--- config.mk ---
export PLATFORM = sky130hd
export DESIGN_NAME = pin_toggle_test_sequencer_top
export DESIGN_NICKNAME = d
export VERILOG_FILES = /design/src/hw/rtl/ptts_pkg.sv /design/src/hw/rtl/ptts_core.sv /design/src/hw/rtl/pin_toggle_test_sequencer_top.sv
export SDC_FILE = /design/constraint.sdc
export NUM_CORES = 1
export LEC_CHECK = 0
export BUFFER_PORTS_ARGS = -buffer_cell sky130_fd_sc_hd__buf_4
export CAP_MARGIN = 20
export CORE_MARGIN = 5
export CORE_UTILIZATION = 60
export CTS_CLUSTER_SIZE = 12
export DETAILED_ROUTE_END_ITERATION = 7
export GPL_TIMING_DRIVEN = 0
export HOLD_SLACK_MARGIN = 0.06
export PLACE_DENSITY_LB_ADDON = 0.05
export SLEW_MARGIN = 20
export SYNTH_ARGS = -nofsm -noshare
export SYNTH_HDL_FRONTEND = slang
export SYNTH_SLANG_ARGS = --single-unit
--- constraint.sdc ---
create_clock -name clk -period 10.1 [get_ports clk]
set_input_delay 2.02 -clock clk [delete_from_list [all_inputs] [get_ports clk]]
set_output_delay 2.02 -clock clk [all_outputs]
set_load 0.01 [all_outputs]
--- src/hw/rtl/ptts_pkg.sv ---
// ptts_pkg: shared types and constants for the pin toggle test sequencer
// used by ptts_core and pin_toggle_test_sequencer_top; no dependencies
package ptts_pkg;

  localparam int unsigned CmdW  = 16;
  localparam int unsigned TimeW = 32;
  localparam int unsigned HighW = 7;
  localparam int unsigned LowW  = 8;
  localparam int unsigned LedW  = 2;
  localparam int unsigned CfgAddrW = 2;
  localparam int unsigned CfgDataW = 32;

  // master command words
  localparam logic [CmdW-1:0] CMD_INIT  = 16'd0;
  localparam logic [CmdW-1:0] CMD_PASS  = 16'd1;
  localparam logic [CmdW-1:0] CMD_FAIL  = 16'd2;
  localparam logic [CmdW-1:0] CMD_START = 16'd3;

  // led commands
  localparam logic [LedW-1:0] LED_NONE  = 2'd0;
  localparam logic [LedW-1:0] LED_OFF   = 2'd1;
  localparam logic [LedW-1:0] LED_ON    = 2'd2;
  localparam logic [LedW-1:0] LED_BLINK = 2'd3;

  // register indexes
  localparam logic [CfgAddrW-1:0] REG_TIMEOUT_MS  = 2'd0;
  localparam logic [CfgAddrW-1:0] REG_HIGH_NEEDED = 2'd1;
  localparam logic [CfgAddrW-1:0] REG_HIGH_CAP    = 2'd2;
  localparam logic [CfgAddrW-1:0] REG_LOW_NEEDED  = 2'd3;

  // register reset values
  localparam logic [TimeW-1:0] TIMEOUT_MS_RST  = 32'd90000;
  localparam logic [HighW-1:0] HIGH_NEEDED_RST = 7'd20;
  localparam logic [HighW-1:0] HIGH_CAP_RST    = 7'd100;
  localparam logic [LowW-1:0]  LOW_NEEDED_RST  = 8'd20;

  localparam logic [LowW-1:0]  LOW_MAX = 8'hff;

  typedef struct packed {
    logic [CmdW-1:0]  cmd;
    logic             start_pulse;
    logic             pin_level;
    logic [TimeW-1:0] now_ms;
  } tick_t;

  typedef struct packed {
    logic            timeout_status;
    logic            relay_status;
    logic [LedW-1:0] led_command;
  } result_t;

  typedef struct packed {
    logic [TimeW-1:0] timeout_ms;
    logic [HighW-1:0] high_needed;
    logic [HighW-1:0] high_cap;
    logic [LowW-1:0]  low_needed;
  } cfg_t;

endpackage

--- src/hw/rtl/ptts_core.sv ---
// ptts_core: test state registers and the per-tick update
// depends on ptts_pkg
module ptts_core (
  input  logic              clk,
  input  logic              rst_n,
  input  logic              en,
  input  ptts_pkg::tick_t   tick,
  input  ptts_pkg::cfg_t    cfg,
  output ptts_pkg::result_t res
);

  logic                       pin_passed_r, pin_passed_nxt;
  logic                       timed_out_r, timed_out_nxt;
  logic                       timer_running_r, timer_running_nxt;
  logic                       report_pending_r, report_pending_nxt;
  logic [ptts_pkg::TimeW-1:0] start_time_r, start_time_nxt;
  logic [ptts_pkg::HighW-1:0] high_count_r, high_count_nxt;
  logic [ptts_pkg::LowW-1:0]  low_count_r, low_count_nxt;
  logic                       timeout_reg_r, timeout_reg_nxt;
  logic                       relay_reg_r, relay_reg_nxt;
  logic [ptts_pkg::LedW-1:0]  led;
  logic [ptts_pkg::TimeW-1:0] start_base;
  logic [ptts_pkg::TimeW-1:0] elapsed;

  // start time seen by the timer compare, after a possible fresh start
  assign start_base = (tick.cmd == ptts_pkg::CMD_START && tick.start_pulse) ?
                      tick.now_ms : start_time_r;
  assign elapsed    = tick.now_ms - start_base;

  always_comb begin
    pin_passed_nxt     = pin_passed_r;
    timed_out_nxt      = timed_out_r;
    timer_running_nxt  = timer_running_r;
    report_pending_nxt = report_pending_r;
    start_time_nxt     = start_time_r;
    high_count_nxt     = high_count_r;
    low_count_nxt      = low_count_r;
    timeout_reg_nxt    = timeout_reg_r;
    relay_reg_nxt      = relay_reg_r;
    led                = ptts_pkg::LED_NONE;
    unique case (tick.cmd) inside
      ptts_pkg::CMD_INIT: begin
        led                = ptts_pkg::LED_OFF;
        pin_passed_nxt     = 1'b0;
        timed_out_nxt      = 1'b0;
        timer_running_nxt  = 1'b0;
        report_pending_nxt = 1'b0;
        start_time_nxt     = '0;
      end
      ptts_pkg::CMD_PASS, ptts_pkg::CMD_FAIL: begin
        led = (tick.cmd == ptts_pkg::CMD_PASS) ? ptts_pkg::LED_ON
                                               : ptts_pkg::LED_BLINK;
        pin_passed_nxt     = 1'b0;
        timed_out_nxt      = 1'b0;
        timer_running_nxt  = 1'b0;
        report_pending_nxt = 1'b0;
        start_time_nxt     = '0;
        timeout_reg_nxt    = 1'b0;
        relay_reg_nxt      = 1'b0;
      end
      ptts_pkg::CMD_START: begin
        if (tick.start_pulse) begin
          led                = ptts_pkg::LED_OFF;
          pin_passed_nxt     = 1'b0;
          timed_out_nxt      = 1'b0;
          timer_running_nxt  = 1'b1;
          report_pending_nxt = 1'b0;
          start_time_nxt     = tick.now_ms;
          high_count_nxt     = '0;
          low_count_nxt      = '0;
          timeout_reg_nxt    = 1'b0;
          relay_reg_nxt      = 1'b0;
        end
        // pin sample
        if (pin_passed_nxt) begin
          high_count_nxt = '0;
          low_count_nxt  = '0;
        end else begin
          if (tick.pin_level) begin
            low_count_nxt = '0;
            if (high_count_nxt < cfg.high_cap)
              high_count_nxt = high_count_nxt + ptts_pkg::HighW'(1);
          end else if (high_count_nxt > cfg.high_needed) begin
            if (low_count_nxt != ptts_pkg::LOW_MAX)
              low_count_nxt = low_count_nxt + ptts_pkg::LowW'(1);
          end
          if (high_count_nxt > cfg.high_needed && low_count_nxt > cfg.low_needed) begin
            pin_passed_nxt = 1'b1;
            relay_reg_nxt  = 1'b1;
          end
        end
        // timeout check, reported one start tick later
        if (!timed_out_nxt) begin
          if (timer_running_nxt && elapsed > cfg.timeout_ms) begin
            timed_out_nxt      = 1'b1;
            report_pending_nxt = 1'b1;
          end
        end else if (report_pending_nxt) begin
          timeout_reg_nxt    = 1'b1;
          report_pending_nxt = 1'b0;
        end
      end
      default: ;
    endcase
  end

  always_ff @(posedge clk) begin
    if (!rst_n) begin
      pin_passed_r     <= 1'b0;
      timed_out_r      <= 1'b0;
      timer_running_r  <= 1'b0;
      report_pending_r <= 1'b0;
      start_time_r     <= '0;
      high_count_r     <= '0;
      low_count_r      <= '0;
      timeout_reg_r    <= 1'b0;
      relay_reg_r      <= 1'b0;
    end else if (en) begin
      pin_passed_r     <= pin_passed_nxt;
      timed_out_r      <= timed_out_nxt;
      timer_running_r  <= timer_running_nxt;
      report_pending_r <= report_pending_nxt;
      start_time_r     <= start_time_nxt;
      high_count_r     <= high_count_nxt;
      low_count_r      <= low_count_nxt;
      timeout_reg_r    <= timeout_reg_nxt;
      relay_reg_r      <= relay_reg_nxt;
    end
  end

  assign res.timeout_status = timeout_reg_nxt;
  assign res.relay_status   = relay_reg_nxt;
  assign res.led_command    = led;

endmodule

--- src/hw/rtl/pin_toggle_test_sequencer_top.sv ---
// pin_toggle_test_sequencer_top: input register, configuration registers,
// output register; depends on ptts_pkg and ptts_core
//
// Usage: each input beat is one poll tick (master command, start pulse, pin
// level, millisecond time); each tick gives exactly one output beat with the
// reported timeout and relay status and an led command. Both channels use
// valid/stall; a beat moves when valid is high and stall is low.
// A taken tick waits in the input register; once the output register is free,
// the tick updates the test state; its result enters the output register at
// the same edge. Throughput: one tick per cycle unless the receiver stalls;
// the update is one pass of short logic between input and output registers.
// When the receiver stalls the output register holds, the input register
// fills and in_stall rises, so at most two ticks are in flight.
// Configuration: write cfg_we with cfg_addr and cfg_wdata, only while no
// tick is in flight. Reset (rst_n low, synchronous) empties both registers,
// clears the test state and loads the register defaults.
module pin_toggle_test_sequencer_top (
  input  logic                          clk,
  input  logic                          rst_n,
  input  logic                          in_valid,
  output logic                          in_stall,
  input  logic [ptts_pkg::CmdW-1:0]     in_cmd,
  input  logic                          in_start_pulse,
  input  logic                          in_pin_level,
  input  logic [ptts_pkg::TimeW-1:0]    in_now_ms,
  output logic                          out_valid,
  input  logic                          out_stall,
  output logic                          out_timeout_status,
  output logic                          out_relay_status,
  output logic [ptts_pkg::LedW-1:0]     out_led_command,
  input  logic                          cfg_we,
  input  logic [ptts_pkg::CfgAddrW-1:0] cfg_addr,
  input  logic [ptts_pkg::CfgDataW-1:0] cfg_wdata
);

  ptts_pkg::cfg_t    cfg_r;
  ptts_pkg::tick_t   tick_r;
  logic              tick_valid_r;
  ptts_pkg::result_t res, res_r;
  logic              out_valid_r;
  logic              adv;

  // output register frees up when empty or being taken
  assign adv      = !out_valid_r || !out_stall;
  assign in_stall = tick_valid_r && !adv;

  always_ff @(posedge clk) begin
    if (!rst_n) begin
      cfg_r.timeout_ms  <= ptts_pkg::TIMEOUT_MS_RST;
      cfg_r.high_needed <= ptts_pkg::HIGH_NEEDED_RST;
      cfg_r.high_cap    <= ptts_pkg::HIGH_CAP_RST;
      cfg_r.low_needed  <= ptts_pkg::LOW_NEEDED_RST;
    end else if (cfg_we) begin
      unique case (cfg_addr)
        ptts_pkg::REG_TIMEOUT_MS:  cfg_r.timeout_ms  <= cfg_wdata;
        ptts_pkg::REG_HIGH_NEEDED: cfg_r.high_needed <= cfg_wdata[ptts_pkg::HighW-1:0];
        ptts_pkg::REG_HIGH_CAP:    cfg_r.high_cap    <= cfg_wdata[ptts_pkg::HighW-1:0];
        ptts_pkg::REG_LOW_NEEDED:  cfg_r.low_needed  <= cfg_wdata[ptts_pkg::LowW-1:0];
        default: ;
      endcase
    end
  end

  // input register
  always_ff @(posedge clk) begin
    if (!rst_n) begin
      tick_valid_r <= 1'b0;
    end else if (!in_stall) begin
      tick_valid_r <= in_valid;
    end
  end

  always_ff @(posedge clk) begin
    if (in_valid && !in_stall) begin
      tick_r.cmd         <= in_cmd;
      tick_r.start_pulse <= in_start_pulse;
      tick_r.pin_level   <= in_pin_level;
      tick_r.now_ms      <= in_now_ms;
    end
  end

  ptts_core u_core (
    .clk   (clk),
    .rst_n (rst_n),
    .en    (tick_valid_r && adv),
    .tick  (tick_r),
    .cfg   (cfg_r),
    .res   (res)
  );

  // output register
  always_ff @(posedge clk) begin
    if (!rst_n) begin
      out_valid_r <= 1'b0;
    end else if (adv) begin
      out_valid_r <= tick_valid_r;
    end
  end

  always_ff @(posedge clk) begin
    if (adv && tick_valid_r) begin
      res_r <= res;
    end
  end

  assign out_valid          = out_valid_r;
  assign out_timeout_status = res_r.timeout_status;
  assign out_relay_status   = res_r.relay_status;
  assign out_led_command    = res_r.led_command;

endmodule

==> impl_metrics.csv <==
group,metric,value,unit
status,status,"complete, no violations",
drt,initialDrtViolationCount,456,
synth,synthArstFlopShare,0,%
synth,synth-edff-count,54,
synth,avgSynthCellArea,9.276,µm²
clocking,worstSkewPairLatency,0.43,ns
clocking,cts-root-buf,"clkbuf_16",
floorplanning,core-area,0.01571,mm²
synth,synthMuxAreaShare,3.382,%
global_routing,grt_pass1_wl,35.20,mm
floorplanning,fp.dieH,135.9,µm
clocking,cts_resized,0,
drt,num_vias,7732,
finish,design_area,0.01111,mm²
worst_setup_path,crit_type,"register to register",
synth,synth_top_family_by_area,"compound AO/OA/AOI/OAI gates",
clocking,cts_hold_buf,0,
floorplanning,fp.dieW,135.9,µm
pwr,power_density,139.7,mW/mm²
synth,synth_flop_cell,"dfxtp_1",
worst_setup_path,cp.required,10.41,ns
worst_setup_path,crit_path_start_kind,"register",
synth,ys_ff_latch,163,
sta,period_minus_slack,6.547,ns
finish,drive_above_1_share,12.35,%
synth,synth-adder-area-share,12.45,%
worst_setup_path,worstReg2RegEnd,"u_core.timed_out_r",
global_routing,grt_use_total,23.89,%
synth,synth_most_common_cell,"nand2_1",
worst_setup_path,ff2ff_path_depth,25,
synth,synth_cells,1025,
drt,wl_met3,1.283,mm
synth,ys.warnings.count,0,
sta,hold_violations,0,
drt,vias_per_cell,5.660,
synth,yosysTopAreaCell,"dfxtp_1",
min_path,worstHoldPathCells,2,
placement,postPlaceCellArea,0.01052,mm²
synth,synth_xor_area_share,3.500,%
clocking,clock_sinks,163,
global_routing,overflow,0,
clocking,cts_setup_buffers,0,
placement,io_buffers,91,
finish,final_util,70.73,%
sta,setup_ws,3.553,ns
synth,synth_seq_area_share,40.01,%
placement,place_ws,3.833,ns
worst_setup_path,r2r_start,"tick_r[39]",
run,drv_cap,0,
global_routing,antenna_found_initial,1,
placement,hpwl,16.49,mm
drt,ant_nets,0,
sta,maxSlewHeadroom,45.54,%
drt,drt_wl_total,21.54,mm
worst_setup_path,end_kind,"register",
sta,rsz0062_at_grt,"no",
sta,setup-violations-final,0,
synth,synth_simple_gate_area_share,16.23,%
min_path,whs_endpoint,"cfg_r[27]",
floorplanning,io_pins,95,
sta,post-route-period-util,64.82,%
pwr,ir_drop,128.2,µV
min_path,hold_class,"register to register",
synth,yosysUniqueCellTypes,63,
synth,syn_nets,1208,
sta,fmax,152.8,MHz
floorplanning,die_area,0.01846,mm²
synth,synthTopCellsByCount,"nand2_1 (125), dfxtp_1 (109), ha_1 (93), inv_1 (72), a21oi_1 (56)",
clocking,path_clk_slew,0.07,ns
global_routing,grt_max_degree,24,
synth,synth_area,0.009508,mm²
drt,routedWlPerCell,15.77,µm
global_routing,grt_pass1_vias,7171,
drt,met2_length,10.01,mm
drt,first_pass_iters,5,
sta,worst_pin_slew,0.8084,ns
clocking,tritoncts,"yes",
drt,dr.max_layer_used,"met5",
synth,synthTopCellsByArea,"dfxtp_1 (23%), edfxtp_1 (17%), ha_1 (12%), nand2_1 (4.9%), mux2i_1 (3.3%)",
synth,synth_compound_area_share,19.77,%
min_path,hold_start,"cfg_r[27]",
worst_setup_path,critPathLaunch,"tick_r[39]",
floorplanning,initial_core_util,60.51,%
floorplanning,row_count,46,
clocking,clockBufferDepth,2,
worst_setup_path,rrSetupSlack,3.55,ns
worst_setup_path,crit_fanout,10,
pwr,p_leak,4.603,nW
sta,finalMaxSlewViolations,0,
clocking,cts_buffers,17,
finish,final_nets,1320,
sta,fin_skew,0.01314,ns
sta,fin_setup_tns,0,ns
worst_setup_path,cp.arrival,6.86,ns
finish,num_antenna_cells,0,
synth,synth_top_area_share,22.95,%
sta,worst_hold_slack,0.4647,ns
drt,met1_length,9.841,mm
placement,gp_congestion,0.9206,
drt,drc_errors,0,
finish,area_growth,16.88,%
clocking,htreeDepth,4,
-- cell families after synthesis --
| group | count (synthesis) |
|---|---|
| compound gates | 275 |
| xor+xnor | 38 |
| fa+ha+maj | 94 |
| buf+inv | 115 |
| flops | 163 |
| mux | 32 |
| simple gates | 308 |
-- stage by stage --
| step | power (mW) | std cells |
|---|---|---|
| floorplan | 0.8485 | 1025 |
| global placement | 0.9136 | 1332 |
| detailed placement | 0.9189 | 1334 |
| CTS | 1.561 | 1366 |
| global route | 1.621 | 1366 |
| finish | 1.552 | 1366 |
-- registers in the layout (all words and copies together), names as in the netlist, 2 cells and up --
name,count
cfg_r,54
tick_r,50
u_core.start_time_r,32
u_core.low_count_r,8
u_core.high_count_r,7
out_led_command,2
-- per-layer routing --
metal	GRT usage (%)	vias to the layer above
met3	4.626	30
met4	6.943	2
li1	-	3915
met1	32.77	3602
met2	38.63	183
met5	0	-
-- critical path, stage by stage (launching register included) --
cell	delay [ns]
edfxtp_1	0.38
nor4_2	0.38
nand4_1	0.27
nor2_1	0.19
nand2_1	0.25
buf_1	0.44
nand2_1	0.16
o21ai_0	0.10
ha_1	0.25
fa_1	0.41
nand2b_1	0.19
a21oi_1	0.20
o211ai_1	0.23
o31ai_1	0.64
a41oi_1	0.36
o221ai_1	0.29
a21oi_1	0.12
xnor2_1	0.13
ha_1	0.27
nand2_1	0.05
nor2_1	0.17
nand2_1	0.10
o41ai_1	0.35
a21oi_1	0.07
a21oi_1	0.28
o21ai_0	0.13
-- placed cells by master, fill, tap and decap left out, drive strengths merged, types with 41 or more instances in the layout --
cell type	instances
a21oi	56
buf	99
edfxtp	54
nand2	126
nor2b	49
a21boi	41
ha	93
dfxtp	109
inv	80
clkbuf	54
-- worst max-delay path by stage --
stage / to / slack (ns) / depth (start not counted)
after floorplan: u_core.timed_out_r / 4.98 / 24
after global placement: tick_r[4] / 3.73 / 3
after detailed placement: u_core.timed_out_r / 3.83 / 25
after CTS: u_core.timed_out_r / 3.73 / 25
after global routing: u_core.timed_out_r / 3.04 / 25
final: u_core.timed_out_r / 3.55 / 25
-- layout make-up --
class,count,area [µm²]
multi-input combinational,747,5268
fill,1326,4599
sequential,163,3804
timing repair buffer,93,738.2
clock buffer,17,425.4
inverter,72,270.3
tap,216,270.3
buffer,43,173.9
clock inverter,15,163.9
-- where the power goes --
part | switching [mW] | leakage, nW | total, mW | internal, mW
combinational | 0.103 | 2.91 | 0.194 | 0.0906
clock | 0.294 | 0.285 | 0.646 | 0.351
sequential | 0.0128 | 1.41 | 0.713 | 0.700
total | 0.410 | 4.60 | 1.55 | 1.14
(Power assumes the default switching activity.)
